File: config.mk
export PLATFORM = sky130hd
export DESIGN_NAME = definite_time_overcurrent_element
export DESIGN_NICKNAME = d
export VERILOG_FILES = /design/src/rtl/dtoc_pkg.sv /design/src/rtl/dtoc_front.sv /design/src/rtl/dtoc_queue.sv /design/src/rtl/dtoc_back.sv /design/src/rtl/definite_time_overcurrent_element.sv
export SDC_FILE = /design/constraint.sdc
export NUM_CORES = 2
export LEC_CHECK = 0
export BUFFER_PORTS_ARGS = -buffer_cell sky130_fd_sc_hd__buf_4
export CAP_MARGIN = 20
export CORE_ASPECT_RATIO = 1.1
export CORE_MARGIN = 4
export CORE_UTILIZATION = 55
export CTS_CLUSTER_DIAMETER = 100
export DETAILED_ROUTE_END_ITERATION = 8
export HOLD_SLACK_MARGIN = 0.06
export PLACE_DENSITY_LB_ADDON = 0.3
export SLEW_MARGIN = 0
export SYNTH_ARGS = -nofsm -noshare
export SYNTH_HDL_FRONTEND = slang
export SYNTH_HIERARCHICAL = 1
export SYNTH_SLANG_ARGS = --single-unit
export TNS_END_PERCENT = 5
File: constraint.sdc
create_clock -name aclk -period 9.3 [get_ports aclk]
set_input_delay 0 -clock aclk [delete_from_list [all_inputs] [get_ports aclk]]
set_output_delay 0 -clock aclk [all_outputs]
set_load 0.02 [all_outputs]
File: src/rtl/dtoc_pkg.sv
// shared constants, register codes and types for the definite-time overcurrent element
package dtoc_pkg;

    localparam int SAMPLE_WIDTH  = 24;
    localparam int COUNT_WIDTH   = 24;
    localparam int RATIO_WIDTH   = 16;
    localparam int RATIO_FRAC    = 15;
    localparam int WINDOW_HOLD   = 50;
    localparam int WCOUNT_WIDTH  = 6;
    localparam int SCALED_WIDTH  = SAMPLE_WIDTH + 4;
    localparam int PRODUCT_WIDTH = SAMPLE_WIDTH + RATIO_WIDTH;
    localparam int QUEUE_DEPTH   = 2;
    localparam int ADDR_WIDTH    = 5;

    typedef enum logic [2:0] {
        REG_PICKUP_LEVEL    = 3'd0,
        REG_DROPOUT_RATIO   = 3'd1,
        REG_DROPOUT_SAMPLES = 3'd2,
        REG_TRIP_DELAY      = 3'd3,
        REG_NOMINAL_CURRENT = 3'd4,
        REG_WINDOW_MODE     = 3'd5
    } reg_index_t;

    typedef struct packed {
        logic [SAMPLE_WIDTH-1:0] pickup_level;
        logic [RATIO_WIDTH-1:0]  reset_ratio;
        logic [COUNT_WIDTH-1:0]  dropout_samples;
        logic [COUNT_WIDTH-1:0]  trip_delay_samples;
        logic [SAMPLE_WIDTH-1:0] nominal_current;
        logic                    window_mode;
    } cfg_t;

    // per-sample classification handed from front to back
    typedef struct packed {
        logic enable;
        logic in_window;
        logic above_level;
        logic below_dropout;
    } class_t;

endpackage

File: src/rtl/dtoc_front.sv
// front end: accepts samples and classifies them against the thresholds
module dtoc_front import dtoc_pkg::*; (
    input  logic [SAMPLE_WIDTH-1:0] rms_sample,
    input  logic                    step_enable,
    input  cfg_t                    cfg,
    output class_t                  cls
);

    logic [SCALED_WIDTH-1:0]  rms_x10;
    logic [SCALED_WIDTH-1:0]  inom_x10;
    logic [PRODUCT_WIDTH-1:0] dropout_thr;
    logic [PRODUCT_WIDTH-1:0] rms_scaled;

    // times ten as x8 + x2
    assign rms_x10  = {1'b0, rms_sample, 3'b000} + {3'b000, rms_sample, 1'b0};
    assign inom_x10 = {1'b0, cfg.nominal_current, 3'b000}
                    + {3'b000, cfg.nominal_current, 1'b0};

    assign dropout_thr = PRODUCT_WIDTH'(cfg.pickup_level) * PRODUCT_WIDTH'(cfg.reset_ratio);
    assign rms_scaled  = {{(PRODUCT_WIDTH-SAMPLE_WIDTH-RATIO_FRAC){1'b0}},
                          rms_sample, {RATIO_FRAC{1'b0}}};

    always_comb begin
        cls.enable        = step_enable;
        cls.in_window     = (rms_x10 > SCALED_WIDTH'(cfg.nominal_current))
                         && (SCALED_WIDTH'(rms_sample) < inom_x10);
        cls.above_level   = rms_sample > cfg.pickup_level;
        cls.below_dropout = rms_scaled < dropout_thr;
    end

endmodule

File: src/rtl/dtoc_queue.sv
// two-entry queue of classified samples between front and back
module dtoc_queue import dtoc_pkg::*; (
    input  logic   aclk,
    input  logic   aresetn,
    input  logic   push,
    input  class_t push_data,
    output logic   full,
    input  logic   pop,
    output logic   not_empty,
    output class_t pop_data
);

    class_t     q_mem_reg [QUEUE_DEPTH];
    logic       wr_ptr_reg;
    logic       rd_ptr_reg;
    logic [1:0] count_reg;
    logic       do_push;
    logic       do_pop;

    assign full      = count_reg == 2'(QUEUE_DEPTH);
    assign not_empty = count_reg != 2'd0;
    assign pop_data  = q_mem_reg[rd_ptr_reg];
    assign do_push   = push && !full;
    assign do_pop    = pop && not_empty;

    always_ff @(posedge aclk) begin
        if (!aresetn) begin
            wr_ptr_reg <= 1'b0;
            rd_ptr_reg <= 1'b0;
            count_reg  <= 2'd0;
        end else begin
            if (do_push) begin
                wr_ptr_reg <= ~wr_ptr_reg;
            end
            if (do_pop) begin
                rd_ptr_reg <= ~rd_ptr_reg;
            end
            case ({do_push, do_pop})
                2'b10:   count_reg <= count_reg + 2'd1;
                2'b01:   count_reg <= count_reg - 2'd1;
                default: count_reg <= count_reg;
            endcase
        end
    end

    always_ff @(posedge aclk) begin
        if (do_push) begin
            q_mem_reg[wr_ptr_reg] <= push_data;
        end
    end

endmodule

File: src/rtl/dtoc_back.sv
// back end: hysteresis, off-delay, on-delay, latch and window hold state
module dtoc_back import dtoc_pkg::*; (
    input  logic       aclk,
    input  logic       aresetn,
    input  cfg_t       cfg,
    input  logic       q_not_empty,
    input  class_t     q_data,
    output logic       q_pop,
    output logic       m_tvalid,
    input  logic       m_tready,
    output logic [7:0] m_tdata
);

    logic                    raw_reg, raw_next;
    logic                    pickup_reg, pickup_next;
    logic                    trip_reg, trip_next;
    logic                    latch_reg, latch_next;
    logic                    window_reg, window_next;
    logic [WCOUNT_WIDTH-1:0] wcount_reg, wcount_next;
    logic [COUNT_WIDTH-1:0]  dcount_reg, dcount_next;
    logic [COUNT_WIDTH-1:0]  tcount_reg, tcount_next;
    logic                    m_tvalid_reg;
    logic [7:0]              m_tdata_reg;
    logic [WCOUNT_WIDTH-1:0] wcount_inc;
    logic [COUNT_WIDTH-1:0]  dcount_inc;
    logic [COUNT_WIDTH-1:0]  tcount_inc;
    logic [COUNT_WIDTH-1:0]  dropout_len;
    logic [COUNT_WIDTH-1:0]  trip_len;

    assign q_pop    = q_not_empty && (!m_tvalid_reg || m_tready);
    assign m_tvalid = m_tvalid_reg;
    assign m_tdata  = m_tdata_reg;

    // zero delay acts as one
    assign dropout_len = (cfg.dropout_samples == '0) ? COUNT_WIDTH'(1) : cfg.dropout_samples;
    assign trip_len    = (cfg.trip_delay_samples == '0) ? COUNT_WIDTH'(1)
                                                        : cfg.trip_delay_samples;
    assign wcount_inc  = wcount_reg + WCOUNT_WIDTH'(1);
    assign dcount_inc  = dcount_reg + COUNT_WIDTH'(1);
    assign tcount_inc  = tcount_reg + COUNT_WIDTH'(1);

    always_comb begin
        raw_next    = raw_reg;
        pickup_next = pickup_reg;
        trip_next   = trip_reg;
        latch_next  = latch_reg;
        window_next = window_reg;
        wcount_next = wcount_reg;
        dcount_next = dcount_reg;
        tcount_next = tcount_reg;
        if (q_data.enable) begin
            // window flag: off-delay of the window test
            if (q_data.in_window) begin
                window_next = 1'b1;
                wcount_next = '0;
            end else if (window_reg) begin
                if (wcount_inc == WCOUNT_WIDTH'(WINDOW_HOLD)) begin
                    window_next = 1'b0;
                    wcount_next = '0;
                end else begin
                    wcount_next = wcount_inc;
                end
            end else begin
                wcount_next = '0;
            end

            // clear wins over set
            if (q_data.above_level && (!cfg.window_mode || window_next)) begin
                raw_next = 1'b1;
            end
            if (q_data.below_dropout) begin
                raw_next = 1'b0;
            end

            if (raw_next) begin
                pickup_next = 1'b1;
                dcount_next = '0;
            end else if (pickup_reg) begin
                if (dcount_inc == dropout_len) begin
                    pickup_next = 1'b0;
                    dcount_next = '0;
                end else begin
                    dcount_next = dcount_inc;
                end
            end else begin
                dcount_next = '0;
            end

            if (!pickup_next) begin
                trip_next   = 1'b0;
                tcount_next = '0;
            end else if (!trip_reg) begin
                if (tcount_inc == trip_len) begin
                    trip_next   = 1'b1;
                    tcount_next = '0;
                end else begin
                    tcount_next = tcount_inc;
                end
            end else begin
                tcount_next = '0;
            end

            if (trip_next) begin
                latch_next = 1'b1;
            end
        end
    end

    always_ff @(posedge aclk) begin
        if (!aresetn) begin
            raw_reg      <= 1'b0;
            pickup_reg   <= 1'b0;
            trip_reg     <= 1'b0;
            latch_reg    <= 1'b0;
            window_reg   <= 1'b0;
            wcount_reg   <= '0;
            dcount_reg   <= '0;
            tcount_reg   <= '0;
            m_tvalid_reg <= 1'b0;
        end else begin
            if (q_pop) begin
                raw_reg      <= raw_next;
                pickup_reg   <= pickup_next;
                trip_reg     <= trip_next;
                latch_reg    <= latch_next;
                window_reg   <= window_next;
                wcount_reg   <= wcount_next;
                dcount_reg   <= dcount_next;
                tcount_reg   <= tcount_next;
                m_tvalid_reg <= 1'b1;
            end else if (m_tready) begin
                m_tvalid_reg <= 1'b0;
            end
        end
    end

    always_ff @(posedge aclk) begin
        if (q_pop) begin
            m_tdata_reg <= {3'b000, window_next, latch_next, trip_next, pickup_next, raw_next};
        end
    end

    a_trip_latched: assert property (@(posedge aclk) disable iff (!aresetn)
        trip_reg |-> latch_reg)
        else $error("trip without latch");

    a_trip_needs_pickup: assert property (@(posedge aclk) disable iff (!aresetn)
        trip_reg |-> pickup_reg)
        else $error("trip without pickup");

    a_raw_implies_pickup: assert property (@(posedge aclk) disable iff (!aresetn)
        raw_reg |-> pickup_reg)
        else $error("raw pickup without pickup");

    a_disabled_holds: assert property (@(posedge aclk) disable iff (!aresetn)
        (q_pop && !q_data.enable) |=> ($stable(latch_reg) && $stable(dcount_reg)
                                       && $stable(tcount_reg) && $stable(wcount_reg)))
        else $error("state changed on a disabled step");

    a_output_matches_state: assert property (@(posedge aclk) disable iff (!aresetn)
        $past(q_pop) |-> (m_tdata_reg[4:0]
                          == {window_reg, latch_reg, trip_reg, pickup_reg, raw_reg}))
        else $error("result beat differs from state");

endmodule

File: src/rtl/definite_time_overcurrent_element.sv
// top level of the definite-time overcurrent element with configuration registers
//
// Takes one RMS sample per beat and returns one beat of five flags per sample, at a
// sustained rate of one sample per clock cycle, set by the back end state update, while
// m_tready is high; a result passes through the queue and the output register to the
// master side. A two-entry queue separates the sample classification (window test,
// pickup and dropout compares) from that state update, and an output register holds a
// result until it is taken. The user must write configuration through the APB port only
// while the element is idle, unenforced by the block; no clearing pass follows reset.
module definite_time_overcurrent_element import dtoc_pkg::*; (
    input  logic                  aclk,
    input  logic                  aresetn,
    input  logic                  s_tvalid,
    output logic                  s_tready,
    input  logic [23:0]           s_tdata,   // [23:0] rms_sample
    input  logic                  s_tuser,   // [0] step_enable
    output logic                  m_tvalid,
    input  logic                  m_tready,
    output logic [7:0]            m_tdata,   // [0] raw_pickup, [1] pickup, [2] trip,
                                             // [3] trip_latched, [4] window_valid
    input  logic                  psel,
    input  logic                  penable,
    input  logic                  pwrite,
    input  logic [ADDR_WIDTH-1:0] paddr,
    input  logic [31:0]           pwdata,
    output logic [31:0]           prdata,
    output logic                  pready
);

    cfg_t       cfg_reg;
    class_t     front_cls;
    class_t     q_data;
    logic       q_full;
    logic       q_not_empty;
    logic       q_pop;
    reg_index_t reg_sel;
    logic       cfg_write;

    assign pready    = 1'b1;
    assign reg_sel   = reg_index_t'(paddr[ADDR_WIDTH-1:2]);
    assign cfg_write = psel && penable && pwrite && pready;
    assign s_tready  = !q_full;

    always_ff @(posedge aclk) begin
        if (!aresetn) begin
            cfg_reg.pickup_level       <= 24'd16777215;
            cfg_reg.reset_ratio        <= 16'd62259;
            cfg_reg.dropout_samples    <= 24'd1;
            cfg_reg.trip_delay_samples <= 24'd2500;
            cfg_reg.nominal_current    <= 24'd0;
            cfg_reg.window_mode        <= 1'b0;
        end else if (cfg_write) begin
            case (reg_sel)
                REG_PICKUP_LEVEL:    cfg_reg.pickup_level       <= pwdata[SAMPLE_WIDTH-1:0];
                REG_DROPOUT_RATIO:   cfg_reg.reset_ratio        <= pwdata[RATIO_WIDTH-1:0];
                REG_DROPOUT_SAMPLES: cfg_reg.dropout_samples    <= pwdata[COUNT_WIDTH-1:0];
                REG_TRIP_DELAY:      cfg_reg.trip_delay_samples <= pwdata[COUNT_WIDTH-1:0];
                REG_NOMINAL_CURRENT: cfg_reg.nominal_current    <= pwdata[SAMPLE_WIDTH-1:0];
                REG_WINDOW_MODE:     cfg_reg.window_mode        <= pwdata[0];
                default: ;
            endcase
        end
    end

    always_comb begin
        case (reg_sel)
            REG_PICKUP_LEVEL:    prdata = 32'(cfg_reg.pickup_level);
            REG_DROPOUT_RATIO:   prdata = 32'(cfg_reg.reset_ratio);
            REG_DROPOUT_SAMPLES: prdata = 32'(cfg_reg.dropout_samples);
            REG_TRIP_DELAY:      prdata = 32'(cfg_reg.trip_delay_samples);
            REG_NOMINAL_CURRENT: prdata = 32'(cfg_reg.nominal_current);
            REG_WINDOW_MODE:     prdata = 32'(cfg_reg.window_mode);
            default:             prdata = 32'd0;
        endcase
    end

    dtoc_front u_front (
        .rms_sample  (s_tdata[SAMPLE_WIDTH-1:0]),
        .step_enable (s_tuser),
        .cfg         (cfg_reg),
        .cls         (front_cls)
    );

    dtoc_queue u_queue (
        .aclk      (aclk),
        .aresetn   (aresetn),
        .push      (s_tvalid),
        .push_data (front_cls),
        .full      (q_full),
        .pop       (q_pop),
        .not_empty (q_not_empty),
        .pop_data  (q_data)
    );

    dtoc_back u_back (
        .aclk        (aclk),
        .aresetn     (aresetn),
        .cfg         (cfg_reg),
        .q_not_empty (q_not_empty),
        .q_data      (q_data),
        .q_pop       (q_pop),
        .m_tvalid    (m_tvalid),
        .m_tready    (m_tready),
        .m_tdata     (m_tdata)
    );

endmodule
* Yosys cells after proc, flatten, opt, wreduce, memory -nomap -nowiden
Memory sizes are Yosys's and may differ from the RTL's. A register that Yosys moved wholly into a read port is not among the register bits. Cells that the tools add are included.
Word-level totals: logic and storage cells 110, bits in registers 182, bits in writable memories 8, memories kept 1, bits of input ports 69
Cells by class: mux-type cells 40, bitwise gates (word level) 2, $add $sub $neg 7, reduce and logical (&&, ||, !) cells 25, equality and inequality tests 11, magnitude comparators 4, multipliers 1
Memory list:
- u_queue.q_mem_reg | depth 2, width 4, rd ports 1, clocked after Yosys merged registers in 1, write ports 1, RTL line dtoc_queue.sv:13 | class_t q_mem_reg [QUEUE_DEPTH];
Operators by type and width (count):
- 24-bit two-way mux | 8
- 24-bit case mux with 6 select lines | 1
- 27-bit by 25-bit adder with 28-bit output | 2
- 24-bit by 1-bit adder with 24-bit output, second input constant | 2
- 24-bit equality test | 2
- 24-bit logical NOT | 2
- 39-bit by 40-bit < comparator with 1-bit output | 1
- 24-bit by 16-bit multiplier with 40-bit output | 1
- 28-bit by 24-bit > comparator with 1-bit output | 1
- 24-bit by 28-bit < comparator with 1-bit output | 1
- 1-bit two-way mux | 27
- 24-bit > comparator | 1
- 6-bit two-way mux | 3
- 2-bit AND reduction | 7
- 1-bit logical AND | 7
- 6-bit by 1-bit adder with 6-bit output, second input constant | 1
- 3-bit by 2-bit equality test with 1-bit output, second input constant | 2
- 3-bit equality test, second input constant | 2
- 6-bit equality test, second input constant | 1
- 2-bit nonzero test | 3
- 2-bit equality test, second input constant | 2
- 2-bit case mux with 2 select lines | 1
- 3-bit by 1-bit equality test with 1-bit output, second input constant | 1
- 1-bit logical NOT | 3
- other kinds (6) | 8

* Longest topological paths before layout
word-level depth 17, mapped depth 35, mapped depth without buffers 34

* Cells and area by module
Netlist, hierarchy kept.
By module, submodules not included:
- dtoc_front | cells an instance 2006, area an instance 16589.7 um^2, instances 1
- definite_time_overcurrent_element | cells an instance 579, area an instance 5243.8 um^2, instances 1
- dtoc_back | cells an instance 702, area an instance 5227.5 um^2, instances 1
- dtoc_queue | cells an instance 38, area an instance 524.3 um^2, instances 1

* Least setup slack after synthesis
No wires, ideal clock.
kind flip-flop to flip-flop, from register cfg_reg[97] (netlist bit), to memory u_queue/q_mem_reg[0][0] (netlist bit), data pin, path slack 1814 ps, cell stages (with the launch flop) 28, arrival time 7216 ps, data required time 9029 ps, path through dfxtp_1 -> clkbuf_1 -> nand2_1 -> fa_1 -> fa_1 -> fa_1 -> fa_1 -> inv_1 -> fa_1 -> inv_1 -> fa_1 -> inv_1 -> ha_1 -> and3_1 -> and3_4 -> or2_2 -> a21o_1 -> a21oi_1 -> xor2_1 -> ha_1 -> or4b_1 -> a2111oi_0 -> nand4_1 -> nor4_1 -> nand4_1 -> o21bai_1 -> a221oi_1 -> or3b_1
RTL lines:
- from (decl) | RTL line definite_time_overcurrent_element.sv:30 | cfg_t cfg_reg;
- to (decl) | RTL line dtoc_queue.sv:13

==> run_results.csv <==
group,metric,value,unit
sta,hold_viol_final,0,
pwr,power_switching,3.31,mW
layout,syn2layout_area_growth,7.68,%
placement,place_hpwl,61700,um
placement,post-place-ws,0.349,ns
logic_synthesis,ys.flop_type,"dfxtp_1",
sta,finalSetupViolCount,0,
logic_synthesis,seq_area_frac_synth,14.3,%
layout,nets,3987,
global_route,grt_usage,28.5,%
pwr,power.density,224,mW/mm2
detailed_routing,antenna_left,0,
layout,multiInputGateArea,0.0212,mm2
outcome,status,"completed",
global_route,grt_pass1_wl,127000,um
sta,max_freq,113,MHz
pwr,p_comb_share,75.4,%
logic_synthesis,async_reset_ff_share,0,%
layout,largest_reg_flops,113,
critical_path,worst-endpoint-required,9.58,ns
detailed_routing,routedWlPerCell,19.5,um
pwr,switching_share,49.8,%
critical_path,crit_arrival,9.14,ns
critical_path,reg2reg_from,"cfg_reg[84]",
floorplan,fp.dieW,222,um
clocking,clkSinkCount,191,
floorplan,dieArea,0.0538,mm2
worst_hold_path,worst_hold_path_type,"primary input to flop",
critical_path,slowest_delay,0.64,ns
clocking,cts_buffers,17,
floorplan,coreArea,0.0492,mm2
layout,regArea,0.00396,mm2
pwr,ir_worst_vdd,0.000398,V
pwr,intPower,3.34,mW
global_route,grt_max_degree,99,
layout,final_common_cell,"nand2_1",
sta,worst_slew_margin_rel,23.2,%
critical_path,cp-endpoint,"u_queue/q_mem_reg[0][0]",
global_route,grt.overflow.total,0,
critical_path,crit_type,"flop to flop",
sta,fin_skew,0.0215,ns
clocking,cts_tree,"done",
clocking,cts_buffer_depth,2,
placement,gp_congestion,0.958,
detailed_routing,vias_per_cell,6.04,
critical_path,r2r_end,"u_queue/q_mem_reg[0][0]",
sta,worst_slack,0.437,ns
logic_synthesis,yosys_warnings,6,
sta,rsz0062_at_grt,"no",
clocking,clk_pin_slew,0.08,ns
floorplan,rows,85,
run,max-cap-violations,0,
layout,most-common-layout-cells,"447 x nand2_1, 445 x inv_1, 308 x fa_1",
clocking,cts-root-buf,"clkbuf_16",
detailed_routing,drt_wl_total,78600,um
detailed_routing,drtIter0Drc,2163,
layout,drive_gt1_share,7.45,%
pwr,leakage,13.8,nW
logic_synthesis,synth_cell_type_count,98,
critical_path,cpMostUsedCell,"fa_1",
detailed_routing,dr.pass1.iters,7,
global_route,antenna_found_initial,1,
global_route,grt_pass1_vias,24200,
critical_path,critPathSlowestCell,"dfxtp_1",
critical_path,crit_path_max_fanout,18,
logic_synthesis,synth_edf_count,13,
floorplan,top_level_ports,112,
floorplan,die_height,243,um
logic_synthesis,syn_area,0.0276,mm2
placement,port_buffers,89,
detailed_routing,drc_errors,0,
critical_path,critPathLaunchType,"flop",
detailed_routing,num_vias,24300,
layout,fill_cells,4238,
logic_synthesis,syn_avg_cell_area,8.30,um2
logic_synthesis,syn_inst,3325,
sta,min_period_over_period,95.3,%
pwr,p_clk_share,11.1,%
sta,setup_tns,0,ns
floorplan,initial_core_util,56.0,%
critical_path,setup.worst_path.end_class,"flop",
clocking,cts_setup_buffers,0,
logic_synthesis,synth-seq-cells,191,
critical_path,r2r_cells,33,
clocking,clk_latency,0.44,ns
pwr,p_seq_share,13.5,%
critical_path,r2r_slack,0.44,ns
clocking,cts_max_level,4,
sta,slew_violations,0,
critical_path,crit_path_start,"cfg_reg[84]",
sta,fin_crit,8.86,ns
sta,tightest_slew,1.15,ns
-- worst max-delay path: cells and delay by family (launching register included) --
| kind | cells | cell delay [ns] |
|---|---|---|
| xor+xnor | 1 | 0.17 |
| simple gates | 7 | 1.14 |
| fa+ha+maj | 8 | 3.73 |
| buf+inv | 6 | 0.89 |
| compound gates | 11 | 2.15 |
| flops | 1 | 0.64 |
-- layout make-up --
| cell class | count | area share [%] |
|---|---|---|
| Antenna cell | 1 | 0.00842 |
| Clock buffer | 17 | 1.43 |
| Clock inverter | 15 | 0.527 |
| Inverter | 446 | 5.64 |
| Multi-Input combinational cell | 2513 | 71.2 |
| Sequential cell | 191 | 13.3 |
| Tap cell | 652 | 2.75 |
| Timing Repair Buffer | 187 | 5.09 |
-- repair_timing --
item,in CTS,in global routing
hold buffers,30,0
setup endpoints to repair,0,2
resized for setup,0,5
hold endpoints to repair,117,0
-- cells in the mapped netlist, drive strengths merged (10+ instances only) --
cell type | n | share of area [%]
nor4 | 33 | 0.86
nand3 | 116 | 2.1
and3 | 24 | 0.56
a31oi | 10 | 0.23
and2 | 169 | 3.8
o22ai | 32 | 0.73
ha | 254 | 12
a22oi | 12 | 0.34
fa | 308 | 22
o21ai | 141 | 2.6
nor2 | 93 | 1.3
o211ai | 32 | 0.94
buf | 59 | 1.3
mux2i | 118 | 4.3
clkbuf | 125 | 1.7
edfxtp | 13 | 1.4
nor2b | 35 | 0.79
a21o | 61 | 1.7
nand2b | 29 | 0.67
mux2 | 12 | 0.49
o21a | 27 | 0.73
inv | 446 | 6.1
nand2 | 450 | 6.2
and4 | 10 | 0.32
xnor2 | 84 | 2.7
a21oi | 153 | 2.8
nand4 | 48 | 1.1
dfxtp | 178 | 13
xor2 | 52 | 1.7
or3 | 20 | 0.45
nor3 | 36 | 0.65
-- per-layer routing --
metal,vias to the layer above,share of wire (%),track usage (%)
met3,189,7.0,4.02
met1,11900,40,36.9
li1,11100,-,-
met5,-,0,0
met4,0,4.3,11.1
met2,1038,49,48.6
-- metrics by stage --
stage	instance area [um2]	cells	total power [mW]	hold WS (ns)	util [%]
after floorplan	27600	3334	4.43	0.122	-
after global placement	28800	3957	5.68	0.187	58.4
after detailed placement	28800	3957	5.89	0.199	58.4
after CTS	29600	4019	6.65	0.158	60.2
after global routing	29700	4021	7.33	0.206	60.3
final	29700	4022	6.65	0.188	60.3
-- power groups by stage --
stage / clock (mW) / sequential [mW] / combinational, mW
2_1_floorplan: 0 / 0.921 / 3.50
3_5_place_dp: 0 / 0.918 / 4.97
3_3_place_gp: 0 / 0.916 / 4.77
6_report: 0.739 / 0.899 / 5.02
4_1_cts: 0.743 / 0.899 / 5.01
5_1_grt: 0.778 / 0.903 / 5.64
-- logic make-up after synthesis --
family | share of synthesized area (%)
and+or+nand+nor | 20.1
buffers and inverters | 9.10
AOI/OAI and AO/OA | 13.5
adders and majority gates | 33.9
DFF | 14.3
xor gates and xnor gates | 4.32
muxes | 4.77
other | 0.0408
-- how the worst min path moves through the flow --
| stage | cells after the start | end | startpoint |
|---|---|---|---|
| floorplan | 1 | u_queue/count_reg[0] | aresetn |
| global placement | 1 | u_queue/q_mem_reg[0][3] | s_tuser |
| detailed placement | 1 | u_queue/q_mem_reg[1][3] | s_tuser |
| CTS | 2 | cfg_reg[109] | aresetn |
| global route | 2 | cfg_reg[109] | aresetn |
| finish | 2 | cfg_reg[106] | aresetn |
Note: power is estimated with default switching activity, not from simulation.
